## src/rtl/core/iep_pkg.sv

```systemverilog
// Shared types and constants for the ISO 15434 format 09 envelope parser.
// Holds the parse phase encoding, result and error codes, the type-name
// table and the result record. No dependencies.
package iep_pkg;

    // Control characters of the envelope.
    localparam logic [7:0] CHAR_GS    = 8'h1D;
    localparam logic [7:0] CHAR_RS    = 8'h1E;
    localparam logic [7:0] CHAR_EOT   = 8'h04;
    localparam logic [7:0] CHAR_ZERO  = 8'h30;
    localparam logic [7:0] CHAR_NINE  = 8'h39;
    localparam logic [7:0] CHAR_LBRK  = 8'h5B;
    localparam logic [7:0] CHAR_RPAR  = 8'h29;
    localparam logic [7:0] CHAR_GT    = 8'h3E;

    // Result kinds.
    localparam logic [1:0] KIND_PAYLOAD    = 2'd0;
    localparam logic [1:0] KIND_RECORD_END = 2'd1;
    localparam logic [1:0] KIND_COMPLETE   = 2'd2;
    localparam logic [1:0] KIND_ERROR      = 2'd3;

    // Record types, which are also the rows of the name table.
    localparam logic [1:0] TYPE_BARCODE = 2'd0;

    // Error codes.
    localparam logic [3:0] ERR_NONE   = 4'd0;
    localparam logic [3:0] ERR_LENGTH = 4'd1;
    localparam logic [3:0] ERR_TYPE   = 4'd2;
    localparam logic [3:0] ERR_HEADER = 4'd3;
    localparam logic [3:0] ERR_FORMAT = 4'd4;
    localparam logic [3:0] ERR_NAME   = 4'd5;
    localparam logic [3:0] ERR_NUMBER = 4'd6;
    localparam logic [3:0] ERR_GS     = 4'd7;
    localparam logic [3:0] ERR_RS     = 4'd8;
    localparam logic [3:0] ERR_EOT    = 4'd9;

    localparam int NUM_NAMES = 4;

    // Type names, padded with zero to eight characters: BarCode, BMP, JPEG, TIFF.
    localparam logic [7:0] NAME_CHARS [NUM_NAMES][8] = '{
        '{8'h42, 8'h61, 8'h72, 8'h43, 8'h6F, 8'h64, 8'h65, 8'h00},
        '{8'h42, 8'h4D, 8'h50, 8'h00, 8'h00, 8'h00, 8'h00, 8'h00},
        '{8'h4A, 8'h50, 8'h45, 8'h47, 8'h00, 8'h00, 8'h00, 8'h00},
        '{8'h54, 8'h49, 8'h46, 8'h46, 8'h00, 8'h00, 8'h00, 8'h00}
    };
    localparam logic [3:0] NAME_LEN [NUM_NAMES] = '{4'd7, 4'd3, 4'd4, 4'd4};

    typedef enum logic [16:0] {
        PH_LEN0   = 17'h00001,
        PH_LEN1   = 17'h00002,
        PH_LEN2   = 17'h00004,
        PH_LEN3   = 17'h00008,
        PH_TYPE   = 17'h00010,
        PH_HDR0   = 17'h00020,
        PH_HDR1   = 17'h00040,
        PH_HDR2   = 17'h00080,
        PH_HDR3   = 17'h00100,
        PH_REC    = 17'h00200,
        PH_FMT9   = 17'h00400,
        PH_GS1    = 17'h00800,
        PH_NAME   = 17'h01000,
        PH_GS2    = 17'h02000,
        PH_DIGITS = 17'h04000,
        PH_DATA   = 17'h08000,
        PH_RSEND  = 17'h10000
    } phase_t;

    // One result beat.
    typedef struct packed {
        logic [1:0]  kind;
        logic [1:0]  data_type;
        logic [7:0]  data_byte;
        logic [23:0] byte_offset;
        logic [23:0] record_length;
        logic [7:0]  symbology;
        logic [31:0] image_length;
        logic [3:0]  error_code;
    } result_t;

endpackage

```

## src/rtl/core/iso15434_envelope_parser.sv

```systemverilog
// Top level of the ISO 15434 format 09 envelope parser: input register,
// configuration register and result register around the parse core.
// Depends on iep_pkg and iep_parse.
//
//   Channel   Signals                                   Dir   Beat
//   -------   ---------------------------------------   ---   -------------------------
//   byte      byte_valid, byte_stall, byte_value,       in    one packet byte
//             last_byte
//   result    result_valid, result_stall, result_kind,  out   payload byte, record end,
//             data_type .. error_code                         envelope done or error
//   config    cfg_write_en, cfg_write_data              in    expected message type
//
// Each byte beat passes through the input register and then through the parse
// logic into the result register. A new byte beat is taken every cycle while
// the byte channel is not stalled; the throughput is one byte per cycle, set by
// the single pass of the phase update between the two registers.
// Reset clears the parse state, the message type and both valid flags.
// A stalled result holds the result register and the input register; the
// byte channel stalls only when both are full.
module iso15434_envelope_parser
    import iep_pkg::*;
#(
    parameter int LENGTH_BITS       = 24,
    parameter int MAX_LENGTH_DIGITS = 9
)
(
    input  logic        clk,
    input  logic        rst_n,

    input  logic        cfg_write_en,
    input  logic [7:0]  cfg_write_data,

    input  logic        byte_valid,
    output logic        byte_stall,
    input  logic [7:0]  byte_value,
    input  logic        last_byte,

    output logic        result_valid,
    input  logic        result_stall,
    output logic [1:0]  result_kind,
    output logic [1:0]  data_type,
    output logic [7:0]  data_byte,
    output logic [23:0] byte_offset,
    output logic [23:0] record_length,
    output logic [7:0]  symbology,
    output logic [31:0] image_length,
    output logic [3:0]  error_code
);

    logic [7:0] msg_type_reg;

    // Input register.
    logic       in_valid_reg, in_valid_next;
    logic [7:0] in_byte_reg;
    logic       in_last_reg;

    // Result register.
    logic       out_valid_reg, out_valid_next;
    result_t    out_reg;

    logic       out_free;
    logic       step;
    logic       byte_take;
    logic       core_valid;
    result_t    core_res;

    // The result register can load when empty or when its beat leaves now.
    assign out_free   = !out_valid_reg || !result_stall;
    // The byte in the input register is parsed when its result has a place.
    assign step       = in_valid_reg && out_free;
    assign byte_stall = in_valid_reg && !out_free;
    assign byte_take  = byte_valid && !byte_stall;

    always_comb
    begin
        in_valid_next = in_valid_reg;
        if (byte_take)
            in_valid_next = 1'b1;
        else if (step)
            in_valid_next = 1'b0;

        out_valid_next = out_valid_reg;
        if (out_free)
            out_valid_next = step && core_valid;
    end

    iep_parse #(
        .LENGTH_BITS       (LENGTH_BITS),
        .MAX_LENGTH_DIGITS (MAX_LENGTH_DIGITS)
    ) u_parse (
        .clk          (clk),
        .rst_n        (rst_n),
        .step         (step),
        .byte_value   (in_byte_reg),
        .last_byte    (in_last_reg),
        .message_type (msg_type_reg),
        .res_valid    (core_valid),
        .res          (core_res)
    );

    always_ff @(posedge clk or negedge rst_n)
    begin
        if (!rst_n)
        begin
            msg_type_reg  <= '0;
            in_valid_reg  <= 1'b0;
            out_valid_reg <= 1'b0;
        end
        else
        begin
            if (cfg_write_en)
                msg_type_reg <= cfg_write_data;
            in_valid_reg  <= in_valid_next;
            out_valid_reg <= out_valid_next;
        end
    end

    // Payload registers carry no reset.
    always_ff @(posedge clk)
    begin
        if (byte_take)
        begin
            in_byte_reg <= byte_value;
            in_last_reg <= last_byte;
        end
        if (out_free && step)
            out_reg <= core_res;
    end

    assign result_valid  = out_valid_reg;
    assign result_kind   = out_reg.kind;
    assign data_type     = out_reg.data_type;
    assign data_byte     = out_reg.data_byte;
    assign byte_offset   = out_reg.byte_offset;
    assign record_length = out_reg.record_length;
    assign symbology     = out_reg.symbology;
    assign image_length  = out_reg.image_length;
    assign error_code    = out_reg.error_code;

`ifndef SYNTHESIS
    // An error beat always names its error.
    a_error_has_code: assert property (@(posedge clk) disable iff (!rst_n)
        result_valid && (result_kind == KIND_ERROR) |-> (error_code != ERR_NONE))
        else $error("error result without an error code");

    // Every other beat carries no error code.
    a_clean_no_code: assert property (@(posedge clk) disable iff (!rst_n)
        result_valid && (result_kind != KIND_ERROR) |-> (error_code == ERR_NONE))
        else $error("non-error result with an error code");

    // A byte that produced a result shows up in the result register next cycle.
    a_result_lands: assert property (@(posedge clk) disable iff (!rst_n)
        step && core_valid |=> result_valid)
        else $error("parsed result lost");

    // The byte channel stalls only while a byte waits in the input register.
    a_stall_needs_held: assert property (@(posedge clk) disable iff (!rst_n)
        byte_stall |-> in_valid_reg && out_valid_reg)
        else $error("byte channel stalled with room to spare");
`endif

endmodule

```

## src/rtl/core/iep_parse.sv

```systemverilog
// Parse state and per-byte next-state logic of the envelope parser.
// Depends on iep_pkg for the phase encoding, name table and result record.
module iep_parse
    import iep_pkg::*;
#(
    parameter int LENGTH_BITS       = 24,
    parameter int MAX_LENGTH_DIGITS = 9
)
(
    input  logic        clk,
    input  logic        rst_n,
    input  logic        step,
    input  logic [7:0]  byte_value,
    input  logic        last_byte,
    input  logic [7:0]  message_type,
    output logic        res_valid,
    output result_t     res
);

    localparam int PW = LENGTH_BITS + 4;

    phase_t                   phase_reg, phase_next;
    logic [31:0]              count_reg, count_next;
    logic [31:0]              decl_reg, decl_next;
    logic [3:0]               fpos_reg, fpos_next;
    logic [NUM_NAMES-1:0]     flags_reg, flags_next;
    logic [1:0]               ctype_reg, ctype_next;
    logic [LENGTH_BITS-1:0]   acc_reg, acc_next;
    logic [LENGTH_BITS-1:0]   dpos_reg, dpos_next;
    logic [7:0]               symb_reg, symb_next;
    logic [31:0]              img_reg, img_next;
    logic                     elatch_reg, elatch_next;

    logic [PW-1:0]            acc_wide;
    logic [PW-1:0]            acc_prod;
    logic [31:0]              acc32;
    logic [31:0]              dpos32;
    logic [LENGTH_BITS-1:0]   dpos_inc;
    logic [NUM_NAMES-1:0]     flags_upd;
    logic [3:0]               err;
    logic                     restart;
    logic                     clear_rec;
    logic                     is_len;
    logic                     is_body;
    logic                     found;
    logic [1:0]               found_type;
    logic [31:0]              img_out;

    assign acc_wide = PW'(acc_reg);
    assign acc_prod = (acc_wide << 3) + (acc_wide << 1) + PW'(byte_value - CHAR_ZERO);
    assign acc32    = 32'(acc_reg);
    assign dpos32   = 32'(dpos_reg);
    assign dpos_inc = dpos_reg + 1'b1;

    assign is_len  = (phase_reg == PH_LEN0) || (phase_reg == PH_LEN1) ||
                     (phase_reg == PH_LEN2) || (phase_reg == PH_LEN3);
    assign is_body = !is_len && (phase_reg != PH_TYPE) &&
                     (phase_reg != PH_HDR0) && (phase_reg != PH_HDR1) &&
                     (phase_reg != PH_HDR2) && (phase_reg != PH_HDR3);

    // Name candidates: drop any whose character at this position differs.
    always_comb
    begin
        found      = 1'b0;
        found_type = TYPE_BARCODE;
        for (int i = 0; i < NUM_NAMES; i++)
        begin
            flags_upd[i] = flags_reg[i] && (fpos_reg < NAME_LEN[i]) &&
                           (NAME_CHARS[i][fpos_reg[2:0]] == byte_value);
            if (flags_reg[i] && (NAME_LEN[i] == fpos_reg))
            begin
                found      = 1'b1;
                found_type = 2'(i);
            end
        end
    end

    // Image length with the bytes the record did not hold counted as zero.
    always_comb
    begin
        if (dpos32 <= 32'd2)
            img_out = '0;
        else if (dpos32 == 32'd3)
            img_out = {img_reg[7:0], 24'd0};
        else if (dpos32 == 32'd4)
            img_out = {img_reg[15:0], 16'd0};
        else if (dpos32 == 32'd5)
            img_out = {img_reg[23:0], 8'd0};
        else
            img_out = img_reg;
    end

    always_comb
    begin
        phase_next  = phase_reg;
        count_next  = count_reg;
        decl_next   = decl_reg;
        fpos_next   = fpos_reg;
        flags_next  = flags_reg;
        ctype_next  = ctype_reg;
        acc_next    = acc_reg;
        dpos_next   = dpos_reg;
        symb_next   = symb_reg;
        img_next    = img_reg;
        elatch_next = elatch_reg;
        err         = ERR_NONE;
        restart     = 1'b0;
        clear_rec   = 1'b0;
        res_valid   = 1'b0;
        res         = '0;

        if (elatch_reg)
        begin
            restart = last_byte;
        end
        else
        begin
            // Length accounting comes first and wins over other errors.
            if (is_len)
            begin
                if (last_byte)
                    err = ERR_LENGTH;
            end
            else if ((count_reg >= decl_reg) ||
                     (last_byte && (count_reg + 32'd1 != decl_reg)))
            begin
                err = ERR_LENGTH;
            end
            else
            begin
                count_next = count_reg + 32'd1;
            end

            if ((err == ERR_NONE) && last_byte && is_body)
            begin
                if ((phase_reg == PH_REC) && (byte_value == CHAR_EOT))
                begin
                    res_valid = 1'b1;
                    res.kind  = KIND_COMPLETE;
                    restart   = 1'b1;
                end
                else
                begin
                    err = ERR_EOT;
                end
            end

            if ((err == ERR_NONE) && !restart)
            begin
                unique case (phase_reg)
                    PH_LEN0:
                    begin
                        decl_next  = {decl_reg[23:0], byte_value};
                        phase_next = PH_LEN1;
                    end
                    PH_LEN1:
                    begin
                        decl_next  = {decl_reg[23:0], byte_value};
                        phase_next = PH_LEN2;
                    end
                    PH_LEN2:
                    begin
                        decl_next  = {decl_reg[23:0], byte_value};
                        phase_next = PH_LEN3;
                    end
                    PH_LEN3:
                    begin
                        decl_next  = {decl_reg[23:0], byte_value};
                        phase_next = PH_TYPE;
                    end
                    PH_TYPE:
                    begin
                        if (byte_value != message_type) err = ERR_TYPE;
                        else phase_next = PH_HDR0;
                    end
                    PH_HDR0:
                    begin
                        if (byte_value != CHAR_LBRK) err = ERR_HEADER;
                        else phase_next = PH_HDR1;
                    end
                    PH_HDR1:
                    begin
                        if (byte_value != CHAR_RPAR) err = ERR_HEADER;
                        else phase_next = PH_HDR2;
                    end
                    PH_HDR2:
                    begin
                        if (byte_value != CHAR_GT) err = ERR_HEADER;
                        else phase_next = PH_HDR3;
                    end
                    PH_HDR3:
                    begin
                        if (byte_value != CHAR_RS) err = ERR_HEADER;
                        else phase_next = PH_REC;
                    end
                    PH_REC:
                    begin
                        if (byte_value == CHAR_EOT) err = ERR_EOT;
                        else if (byte_value != CHAR_ZERO) err = ERR_FORMAT;
                        else phase_next = PH_FMT9;
                    end
                    PH_FMT9:
                    begin
                        if (byte_value != CHAR_NINE) err = ERR_FORMAT;
                        else phase_next = PH_GS1;
                    end
                    PH_GS1:
                    begin
                        if (byte_value != CHAR_GS) err = ERR_GS;
                        else phase_next = PH_NAME;
                    end
                    PH_NAME:
                    begin
                        if (byte_value == CHAR_GS)
                        begin
                            if (!found)
                            begin
                                err = ERR_NAME;
                            end
                            else
                            begin
                                ctype_next = found_type;
                                fpos_next  = '0;
                                phase_next = PH_GS2;
                            end
                        end
                        else
                        begin
                            flags_next = flags_upd;
                            if (fpos_reg != 4'd15)
                                fpos_next = fpos_reg + 4'd1;
                            if (flags_upd == '0)
                                err = ERR_NAME;
                        end
                    end
                    PH_GS2:
                    begin
                        if (byte_value != CHAR_GS) err = ERR_GS;
                        else phase_next = PH_DIGITS;
                    end
                    PH_DIGITS:
                    begin
                        if (byte_value == CHAR_GS)
                        begin
                            if ((fpos_reg == '0) ||
                                ((ctype_reg == TYPE_BARCODE) && (acc_reg == '0)))
                                err = ERR_NUMBER;
                            else if (acc_reg == '0)
                                phase_next = PH_RSEND;
                            else
                                phase_next = PH_DATA;
                        end
                        else if ((byte_value < CHAR_ZERO) || (byte_value > CHAR_NINE) ||
                                 (fpos_reg >= 4'(MAX_LENGTH_DIGITS)))
                        begin
                            err = ERR_NUMBER;
                        end
                        else
                        begin
                            acc_next  = acc_prod[LENGTH_BITS-1:0];
                            fpos_next = fpos_reg + 4'd1;
                            if (acc_prod[PW-1:LENGTH_BITS] != '0)
                                err = ERR_NUMBER;
                        end
                    end
                    PH_DATA:
                    begin
                        if (ctype_reg == TYPE_BARCODE)
                        begin
                            if (dpos_reg == '0)
                                symb_next = byte_value;
                        end
                        else if ((dpos32 >= 32'd2) && (dpos32 <= 32'd5))
                        begin
                            img_next = {img_reg[23:0], byte_value};
                        end
                        res_valid         = 1'b1;
                        res.kind          = KIND_PAYLOAD;
                        res.data_type     = ctype_reg;
                        res.data_byte     = byte_value;
                        res.byte_offset   = dpos32[23:0];
                        res.record_length = acc32[23:0];
                        dpos_next         = dpos_inc;
                        if (dpos_inc >= acc_reg)
                            phase_next = PH_RSEND;
                    end
                    PH_RSEND:
                    begin
                        if (byte_value != CHAR_RS)
                        begin
                            err = ERR_RS;
                        end
                        else
                        begin
                            res_valid         = 1'b1;
                            res.kind          = KIND_RECORD_END;
                            res.data_type     = ctype_reg;
                            res.record_length = acc32[23:0];
                            if (ctype_reg == TYPE_BARCODE)
                                res.symbology = symb_reg;
                            else
                                res.image_length = img_out;
                            clear_rec  = 1'b1;
                            phase_next = PH_REC;
                        end
                    end
                    default:
                    begin
                        err = ERR_EOT;
                    end
                endcase

                if ((err == ERR_NONE) && last_byte && !res_valid)
                    err = ERR_EOT;
            end

            if (err != ERR_NONE)
            begin
                res_valid      = 1'b1;
                res            = '0;
                res.kind       = KIND_ERROR;
                res.error_code = err;
                if (last_byte) restart = 1'b1;
                else elatch_next = 1'b1;
            end
        end

        if (clear_rec || restart)
        begin
            fpos_next  = '0;
            flags_next = '1;
            ctype_next = TYPE_BARCODE;
            acc_next   = '0;
            dpos_next  = '0;
            symb_next  = '0;
            img_next   = '0;
        end
        if (restart)
        begin
            phase_next  = PH_LEN0;
            count_next  = '0;
            decl_next   = '0;
            elatch_next = 1'b0;
        end
    end

    always_ff @(posedge clk or negedge rst_n)
    begin
        if (!rst_n)
        begin
            phase_reg  <= PH_LEN0;
            count_reg  <= '0;
            decl_reg   <= '0;
            fpos_reg   <= '0;
            flags_reg  <= '1;
            ctype_reg  <= TYPE_BARCODE;
            acc_reg    <= '0;
            dpos_reg   <= '0;
            symb_reg   <= '0;
            img_reg    <= '0;
            elatch_reg <= 1'b0;
        end
        else if (step)
        begin
            phase_reg  <= phase_next;
            count_reg  <= count_next;
            decl_reg   <= decl_next;
            fpos_reg   <= fpos_next;
            flags_reg  <= flags_next;
            ctype_reg  <= ctype_next;
            acc_reg    <= acc_next;
            dpos_reg   <= dpos_next;
            symb_reg   <= symb_next;
            img_reg    <= img_next;
            elatch_reg <= elatch_next;
        end
    end

endmodule

```

## config.mk

```make
export PLATFORM = sky130hd
export DESIGN_NAME = iso15434_envelope_parser
export DESIGN_NICKNAME = d
export VERILOG_FILES = /design/src/rtl/core/iep_pkg.sv /design/src/rtl/core/iso15434_envelope_parser.sv /design/src/rtl/core/iep_parse.sv
export SDC_FILE = /design/constraint.sdc
export NUM_CORES = 1
export LEC_CHECK = 0
export BUFFER_PORTS_ARGS = -buffer_cell sky130_fd_sc_hd__buf_2
export CAP_MARGIN = 40
export CELL_PAD_IN_SITES_DETAIL_PLACEMENT = 1
export CELL_PAD_IN_SITES_GLOBAL_PLACEMENT = 1
export CORE_MARGIN = 5
export CORE_UTILIZATION = 45
export CTS_CLUSTER_DIAMETER = 150
export CTS_CLUSTER_SIZE = 8
export DETAILED_ROUTE_END_ITERATION = 8
export PLACE_DENSITY_LB_ADDON = 0.1
export SETUP_SLACK_MARGIN = 0.05
export SLEW_MARGIN = 20
export SYNTH_ARGS = -nofsm -noshare
export SYNTH_HDL_FRONTEND = slang
export SYNTH_SLANG_ARGS = --single-unit
```

## constraint.sdc

```tcl
create_clock -name clk -period 7.9 [get_ports clk]
set_clock_uncertainty 0.2 [all_clocks]
set_input_delay 0.79 -clock clk [delete_from_list [all_inputs] [get_ports clk]]
set_output_delay 0.79 -clock clk [all_outputs]
set_load 0.1 [all_outputs]
```

==> flow_metrics.py, run 1 <==
metrics = {
    "floorplanning": {
        "ios": 128,
        "die_w_um": 219.9,
        "core_area_um2": 43930,
        "die_height_um": 219.9,
        "num_rows": 77,
        "die_area_um2": 48370,
        "initial_core_util_pct": 45.14,
    },
    "layout": {
        "area_growth_syn_to_layout_pct": 12.99,
        "layout-drive-gt1-share_pct": 12.71,
        "insertedDiodeCount": 0,
        "design.final.nets": 2385,
    },
    "worst_setup_path": {
        "worst_setup_path_start_kind": "flop",
        "timing.critical_path.buf_inv": 2,
        "cpPeakStageDelay_ps": 660,
        "setup_crit_start": "in_byte_reg[4]",
        "crit_family": "compound AO/OA/AOI/OAI gates",
        "crit_end_category": "flop",
        "worst_path_max_delay_cell": "sky130_fd_sc_hd__edfxtp_1",
        "timing.critical_path.required_ps": 8130,
        "worst-path-max-fanout": 19,
        "critPathArrivalTime_ps": 6500,
        "crit_type": "reg -> reg",
        "crit_path_cell_trace": "ha_1, nor3_2, buf_4, fa_1, ha_1, a21oi_1, a21bo_2, o211ai_1, o31ai_1, nor4b_1, nor4_1, or2_2, o41ai_1, o2111ai_1, nor4_1, buf_4, and2_1",
        "r2r-start": "in_byte_reg[4]",
    },
    "cts": {
        "cts_post_setup_buffers_inserted": 0,
        "clock_slew_at_the_register_clock_pins_of_the_worst_setup_and_hold_paths_ps": 50,
        "insertion_delay_ps": 590,
        "cts.sink_count": 303,
        "ctsLongestPathBuffers": 3,
        "cts.hold.buffers_added": 0,
        "tritoncts_clock_tree": "built",
        "cts-buffers-inserted": 43,
        "cts.htree.levels": 2,
        "cts-root-buf": "sky130_fd_sc_hd__clkbuf_16",
        "postCtsResizedCells": 0,
    },
    "synthesis": {
        "synth_seq_cells": 303,
        "synth-edff-count": 113,
        "syn_area_per_cell_um2": 9.254,
        "synthArstFlopShare_pct": 62.71,
        "synth.net_count": 2292,
        "synth-warning-count": 0,
        "ys_seq_area_share_pct": 41.12,
        "gate_count_of_the_mapped_netlist": 2143,
        "synth_area_um2": 19830,
        "synth_ff_type": "sky130_fd_sc_hd__dfrtp_1",
        "number_of_distinct_standard_cells_referenced_by_the_synthesized_netlist": 95,
    },
    "sta": {
        "finalSetupTns_ps": 0,
        "timing.final.crit_share_pct": 79.45,
        "layout_min_cycle_time_ps": 6276,
        "setup_viol": 0,
        "max-slew-margin-rel_pct": 39.05,
        "worst_pin_slew_ps": 906.0,
        "final-hold-violation-count": 0,
        "slew_violations": 0,
        "setup_repair_after_global_routing_missed_its_margin": "no",
        "max_freq_mhz": 159.3,
        "final.setup.worst_slack_ps": 1624,
    },
    "run": {
        "max_cap_check_violation_count": 0,
    },
    "power": {
        "power_density_nw_per_um2": 340.0,
        "maximum_resistive_drop_on_vdd_v": 0.0001835,
        "static_leakage_power_nw": 9.497,
    },
    "hold_path": {
        "min_path_type": "in -> async",
    },
    "route": {
        "drt_first_pass_iters": 5,
        "dr.first_iter.drc_count": 1398,
        "drc": 0,
        "avgRoutedWirePerCell_um": 22.23,
        "route.vias.total": 16970,
        "drtAntennaViolNets": 0,
        "detail_route.wirelength_um": 63540,
        "via_per_inst": 5.938,
    },
    "global_route": {
        "overflow": 0,
        "met3_usage_pct": 3.599,
        "grt_first_pass_wirelength_um": 100000,
        "groute.usage.overall_pct": 26.11,
        "vias_in_the_first_global_route": 17290,
        "globalRouteMet1Util_pct": 37.98,
        "antenna_found_initial": 0,
        "globalRouteMet2Util_pct": 41.38,
        "grt_max_degree": 75,
        "grt-busiest-layer": "met2",
    },
    "placed_design": {
        "gp_congestion": 0.8827,
        "buffer_ports.inserted": 127,
        "hpwlAfterDp_um": 46950,
        "place_worst_setup_slack_ps": 1714,
    },
    "outcome": {
        "outcome": "finished clean",
    },
}
## power by group
part	leakage [nW]	internal, W	switching, W	total, W
sequential	3.70	0.00198	0.000406	0.00238
clock	0.588	0.00102	0.000735	0.00176
combinational	5.21	0.00108	0.00240	0.00348
total	9.50	0.00408	0.00354	0.00762
## metal layers
layer	vias to the layer above	part of all wire, %
met3	82	5.1
met1	8524	47
met4	0	2.0
li1	7928	-
met2	436	46
met5	-	0
## layout make-up
| class | instances | area, µm² |
|---|---|---|
| Clock buffer | 72 | 1185 |
| Clock inverter | 3 | 48.80 |
| Fill cell | 5075 | 21520 |
| Inverter | 134 | 505.5 |
| Multi-Input combinational cell | 1587 | 10760 |
| Sequential cell | 303 | 8154 |
| Tap cell | 592 | 740.7 |
| Timing Repair Buffer | 167 | 1015 |
## layout by cell type (no fill, tap or decap), drive strengths merged, types with 7 or more instances in the layout
cell type and count:
o21ai 158, fa 23, nor2 150, o21a 7, clkbuf 74, or4 9, or3 24, buf 165
nor4 38, xnor2 53, a31oi 11, o2111ai 8, a21oi 90, edfxtp 113, nand4 42, and4 10
o41ai 7, dfrtp 185, nand2b 23, nor2b 37, and3 20, mux2 25, nand2 218, o31ai 35
nor3 74, nor3b 8, mux2i 40, o22ai 12, a32o 11, ha 104, and2 59, inv 136
nand3 74, xor2 42, a21o 26, o211ai 12, a211oi 28
## worst register-to-register path, cell delays in order (launching register included)
cell	delay (ps)
sky130_fd_sc_hd__edfxtp_1	660
sky130_fd_sc_hd__ha_1	410
sky130_fd_sc_hd__nor3_2	130
sky130_fd_sc_hd__buf_4	340
sky130_fd_sc_hd__fa_1	500
sky130_fd_sc_hd__ha_1	400
sky130_fd_sc_hd__a21oi_1	220
sky130_fd_sc_hd__a21bo_2	150
sky130_fd_sc_hd__o211ai_1	110
sky130_fd_sc_hd__o31ai_1	550
sky130_fd_sc_hd__nor4b_1	300
sky130_fd_sc_hd__nor4_1	170
sky130_fd_sc_hd__or2_2	340
sky130_fd_sc_hd__o41ai_1	560
sky130_fd_sc_hd__o2111ai_1	320
sky130_fd_sc_hd__nor4_1	400
sky130_fd_sc_hd__buf_4	240
sky130_fd_sc_hd__and2_1	150
## cells by family (layout without fill, tap and decap cells)
group | count (synthesis) | in the layout | synth area share (%)
mux | 65 | 65 | 3.438
buf+inv | 253 | 376 | 5.016
compound gates | 481 | 481 | 16.13
xor+xnor | 97 | 97 | 4.423
simple gates | 817 | 817 | 20.99
flops | 303 | 303 | 41.12
fa+ha+maj | 127 | 127 | 8.883
## worst paths after layout
kind                       slack [ps]  depth (start not counted)                   end
setup / recovery                 1620                         17          symbology[0]
hold / removal                     40                          1  u_parse.count_reg[0]
setup reg to reg                 1620                         17          symbology[0]
hold reg to reg                   300                          1   u_parse.symb_reg[2]
max in group asynchronous        6170                          2  u_parse.dpos_reg[12]
min in group clk                  180                          1           in_last_reg
## synth_stat cells, types with 8 or more instances
cell type	instances	area share [%]
sky130_fd_sc_hd__nand2_1	216	4.1
sky130_fd_sc_hd__dfrtp_1	185	23
sky130_fd_sc_hd__nor2_1	150	2.8
sky130_fd_sc_hd__o21ai_0	150	3.8
sky130_fd_sc_hd__inv_1	132	2.5
sky130_fd_sc_hd__edfxtp_1	113	17
sky130_fd_sc_hd__ha_1	104	6.6
sky130_fd_sc_hd__clkbuf_1	91	1.7
sky130_fd_sc_hd__a21oi_1	88	2.2
sky130_fd_sc_hd__nand3_1	74	1.9
sky130_fd_sc_hd__nor3_1	74	1.9
sky130_fd_sc_hd__and2_1	59	1.9
sky130_fd_sc_hd__xnor2_1	53	2.3
sky130_fd_sc_hd__xor2_1	42	1.9
sky130_fd_sc_hd__mux2i_1	40	2.0
sky130_fd_sc_hd__nand4_1	39	1.2
sky130_fd_sc_hd__nor2b_1	37	1.2
sky130_fd_sc_hd__nor4_1	37	1.2
sky130_fd_sc_hd__o31ai_1	34	1.3
sky130_fd_sc_hd__a211oi_1	28	1.1
sky130_fd_sc_hd__a21o_1	26	0.98
sky130_fd_sc_hd__mux2_2	24	1.4
sky130_fd_sc_hd__buf_2	23	0.58
sky130_fd_sc_hd__fa_1	23	2.3
sky130_fd_sc_hd__nand2b_1	23	0.73
sky130_fd_sc_hd__or3_1	23	0.73
sky130_fd_sc_hd__and3_1	20	0.63
sky130_fd_sc_hd__o211ai_1	12	0.45
sky130_fd_sc_hd__o22ai_1	12	0.38
sky130_fd_sc_hd__a31oi_1	11	0.35
sky130_fd_sc_hd__a32o_1	11	0.56
sky130_fd_sc_hd__and4_1	10	0.44
sky130_fd_sc_hd__nor3b_1	8	0.30
sky130_fd_sc_hd__o2111ai_1	8	0.35
## through the flow
step           hold WS, ps  utilization [%]  std cells  area [µm²]  total power (W)
2_1_floorplan        263.5                -       2143       19830         0.004884
3_3_place_gp         281.7            47.82       2772       21010         0.005724
3_5_place_dp         291.4            48.13       2781       21150         0.005852
4_1_cts              52.36            50.94       2856       22380         0.007644
5_1_grt              87.54            51.01       2858       22410         0.008077
6_report             44.97            51.01       2858       22410         0.007619
No activity file was read; power rests on OpenSTA's default activity.
==> run 2: changes to the inputs <==
--- a/config.mk
+++ b/config.mk
@@ -5,6 +5,7 @@
 export SDC_FILE = /design/constraint.sdc
 export NUM_CORES = 1
 export LEC_CHECK = 0
+export ABC_AREA = 1
 export BUFFER_PORTS_ARGS = -buffer_cell sky130_fd_sc_hd__buf_2
 export CAP_MARGIN = 40
 export CELL_PAD_IN_SITES_DETAIL_PLACEMENT = 1
==> constraint.sdc (replaced) <==
create_clock -name clk -period 6 [get_ports clk]
set_clock_uncertainty 0.2 [all_clocks]
set_input_delay 0.6 -clock clk [delete_from_list [all_inputs] [get_ports clk]]
set_output_delay 0.6 -clock clk [all_outputs]
set_load 0.1 [all_outputs]
==> flow_metrics.py, run 2 <==
metrics = {
    "synthesis": {
        "synth-edff-count": 113,
        "synth_most_common_cell": "sky130_fd_sc_hd__nand2_1",
        "synth.net_count": 2590,
        "most_used_standard_cells_in_the_synthesized_netlist": "sky130_fd_sc_hd__nand2_1 (519), sky130_fd_sc_hd__inv_1 (348), sky130_fd_sc_hd__nor2_1 (289)",
        "synth_ff_type": "sky130_fd_sc_hd__dfrtp_1",
        "synth-warning-count": 0,
        "number_of_distinct_standard_cells_referenced_by_the_synthesized_netlist": 59,
        "synth_seq_cells": 303,
        "syn_area_per_cell_um2": 7.875,
        "synthTopCellsByArea": "sky130_fd_sc_hd__dfrtp_1 (24%), sky130_fd_sc_hd__edfxtp_1 (18%), sky130_fd_sc_hd__nand2_1 (10%)",
        "synthArstFlopShare_pct": 62.71,
        "gate_count_of_the_mapped_netlist": 2441,
        "ys_seq_area_share_pct": 42.42,
        "synth_largest_type_area_fraction_pct": 24.08,
        "yosysTopAreaCell": "sky130_fd_sc_hd__dfrtp_1",
        "synth_area_um2": 19220,
    },
    "sta": {
        "max_freq_mhz": 181.8,
        "timing.hold.ws_ps": 37.55,
        "setup_viol": 0,
        "slew_violations": 0,
        "max-slew-margin-rel_pct": 33.17,
        "setup_repair_after_global_routing_missed_its_margin": "no",
        "timing.final.crit_share_pct": 91.67,
        "layout_min_cycle_time_ps": 5500,
        "final-hold-violation-count": 0,
        "finalSetupTns_ps": 0,
        "worst_pin_slew_ps": 994.8,
    },
    "floorplanning": {
        "die_w_um": 216.7,
        "ios": 128,
        "core_area_um2": 42130,
        "initial_core_util_pct": 45.62,
        "die_area_um2": 46950,
        "die_height_um": 216.7,
        "num_rows": 75,
    },
    "cts": {
        "cts-buffers-inserted": 43,
        "cts-root-buf": "sky130_fd_sc_hd__clkbuf_16",
        "cts.sink_count": 303,
        "clock_slew_at_the_register_clock_pins_of_the_worst_setup_and_hold_paths_ps": 50,
        "insertion_delay_ps": 590,
        "ctsLongestPathBuffers": 3,
        "cts.htree.levels": 2,
        "tritoncts_clock_tree": "built",
    },
    "power": {
        "maximum_resistive_drop_on_vdd_v": 0.0003135,
        "static_leakage_power_nw": 10.09,
        "power_density_nw_per_um2": 512.4,
    },
    "placed_design": {
        "place.detailed.instances": 3077,
        "buffer_ports.inserted": 127,
        "hpwlAfterDp_um": 48340,
        "gp_congestion": 0.9154,
    },
    "global_route": {
        "antenna_found_initial": 0,
        "overflow": 0,
        "grt_first_pass_wirelength_um": 103300,
        "groute.usage.overall_pct": 27.50,
        "vias_in_the_first_global_route": 18650,
        "grt_max_degree": 102,
    },
    "layout": {
        "layout-drive-gt1-share_pct": 10.12,
        "fill_cells": 5242,
        "final_cell_mix": "sky130_fd_sc_hd__nand2_1 (519), sky130_fd_sc_hd__inv_1 (348), sky130_fd_sc_hd__nor2_1 (286)",
        "final_cell_count_no_fill": 3167,
        "area_growth_syn_to_layout_pct": 14.43,
        "most_frequent_standard_cell_in_the_layout_excluding_fill_and_tap_cells": "sky130_fd_sc_hd__nand2_1",
        "design.final.nets": 2746,
        "insertedDiodeCount": 0,
    },
    "worst_setup_path": {
        "critPathArrivalTime_ps": 5730,
        "timing.critical_path.required_ps": 6230,
        "crit_type": "reg -> reg",
        "worst-path-max-fanout": 10,
        "crit_end_category": "flop",
        "worst_setup_path_start_kind": "flop",
    },
    "route": {
        "avgRoutedWirePerCell_um": 20.78,
        "drtAntennaViolNets": 0,
        "via_per_inst": 5.618,
        "drc": 0,
        "route.vias.total": 17790,
        "dr.first_iter.drc_count": 1018,
        "detail_route.wirelength_um": 65800,
        "drt_first_pass_iters": 4,
    },
    "run": {
        "max_cap_check_violation_count": 0,
    },
    "hold_path": {
        "min_path_type": "in -> reg",
    },
    "outcome": {
        "outcome": "finished clean",
    },
}
==> run 2: cell count changes after synthesis, sizes merged, moves of 39 or more <==
cell / before / now
xnor2: 53 / 11
nor2: 150 / 308
nand3: 74 / 155
inv: 133 / 353
mux2i: 40 / 1
clkbuf: 92 / 43
o22ai: 12 / 66
nand2: 218 / 530
and2: 59 / 0
==> run 2: path summary, 6_finish.rpt <==
check                                     from              endpoint  slack (ps)  cells past startpoint
max                             in_byte_reg[5]      image_length[31]         500                     27
min                          cfg_write_data[2]       msg_type_reg[2]          40                      3
max reg2reg                     in_byte_reg[5]      image_length[31]         500                     27
min reg2reg                u_parse.img_reg[30]   u_parse.img_reg[30]         280                      2
max in group asynchronous                rst_n       msg_type_reg[6]        4530                      3
min in group asynchronous                rst_n  u_parse.decl_reg[27]         210                      2
==> run 2: per-stage QoR <==
step	instance area, µm²	total power [W]	worst slack [ps]	util, %
final	22000	0.01127	500.1	52.21
after global routing	22000	0.01204	99.00	52.21
after CTS	21920	0.01131	145.0	52.03
after detailed placement	20550	0.008857	256.3	48.78
after global placement	20520	0.008689	433.0	48.70
after floorplan	19230	0.007322	416.1	-
==> run 2: timing repair <==
item	in CTS	in global routing
gates resized for setup	0	6
endpoints found under the setup margin	0	86
hold buffers	10	0
buffers inserted	0	2
hold endpoints to repair	98	0
==> run 2: final cells by class <==
cell class                 count  area, µm²  share of cell area (%)
multi-input combinational   1721       9492                   43.15
sequential                   303       8154                   37.07
inverter                     356       1336                   6.075
clock buffer                  73       1189                   5.404
timing repair buffer         172       1072                   4.875
tap                          539      674.4                   3.066
clock inverter                 3      80.08                  0.3640
==> run 2: report_power, final <==
group | internal [W] | switching [W] | leakage, nW
combinational | 0.00154 | 0.00419 | 5.81
clock | 0.00135 | 0.000997 | 0.598
sequential | 0.00273 | 0.000459 | 3.68
==> run 2: critical path, cell delays in order (launching register included) <==
cell and delay [ps]:
sky130_fd_sc_hd__edfxtp_1 510, sky130_fd_sc_hd__inv_1 280, sky130_fd_sc_hd__ha_1 360, sky130_fd_sc_hd__inv_1 50, sky130_fd_sc_hd__fa_1 480, sky130_fd_sc_hd__inv_1 40, sky130_fd_sc_hd__ha_1 300, sky130_fd_sc_hd__inv_1 70
sky130_fd_sc_hd__o21ai_1 250, sky130_fd_sc_hd__nand3_1 110, sky130_fd_sc_hd__nand2_1 180, sky130_fd_sc_hd__nand3_1 110, sky130_fd_sc_hd__nand3_1 150, sky130_fd_sc_hd__xor2_1 160, sky130_fd_sc_hd__nand3_1 240, sky130_fd_sc_hd__nand3_1 170
sky130_fd_sc_hd__nand2_1 110, sky130_fd_sc_hd__inv_1 90, sky130_fd_sc_hd__nand4_1 90, sky130_fd_sc_hd__nor2_1 100, sky130_fd_sc_hd__nand2_1 110, sky130_fd_sc_hd__nand3_1 110, sky130_fd_sc_hd__nand3_1 120, sky130_fd_sc_hd__nor2_2 190
sky130_fd_sc_hd__nand2_4 170, sky130_fd_sc_hd__nor2_4 230, sky130_fd_sc_hd__nand2_2 190, sky130_fd_sc_hd__nor2_1 170
==> run 2: kinds of logic (layout without fill, tap and decap cells) <==
logic type	count (synthesis)	after routing	synth area share, %
compound gates	391	391	11.81
xor+xnor	57	57	2.597
fa+ha+maj	127	127	9.164
buf+inv	417	604	8.331
flops	303	303	42.42
mux	4	4	0.2278
simple gates	1142	1142	25.45
==> run 2: routing by layer <==
layer / track usage, % / wire [µm]
met4: 7.420 / 1812
met3: 4.228 / 2919
met1: 35.66 / 28680
met2: 48.14 / 32390
met5: 0 / 0
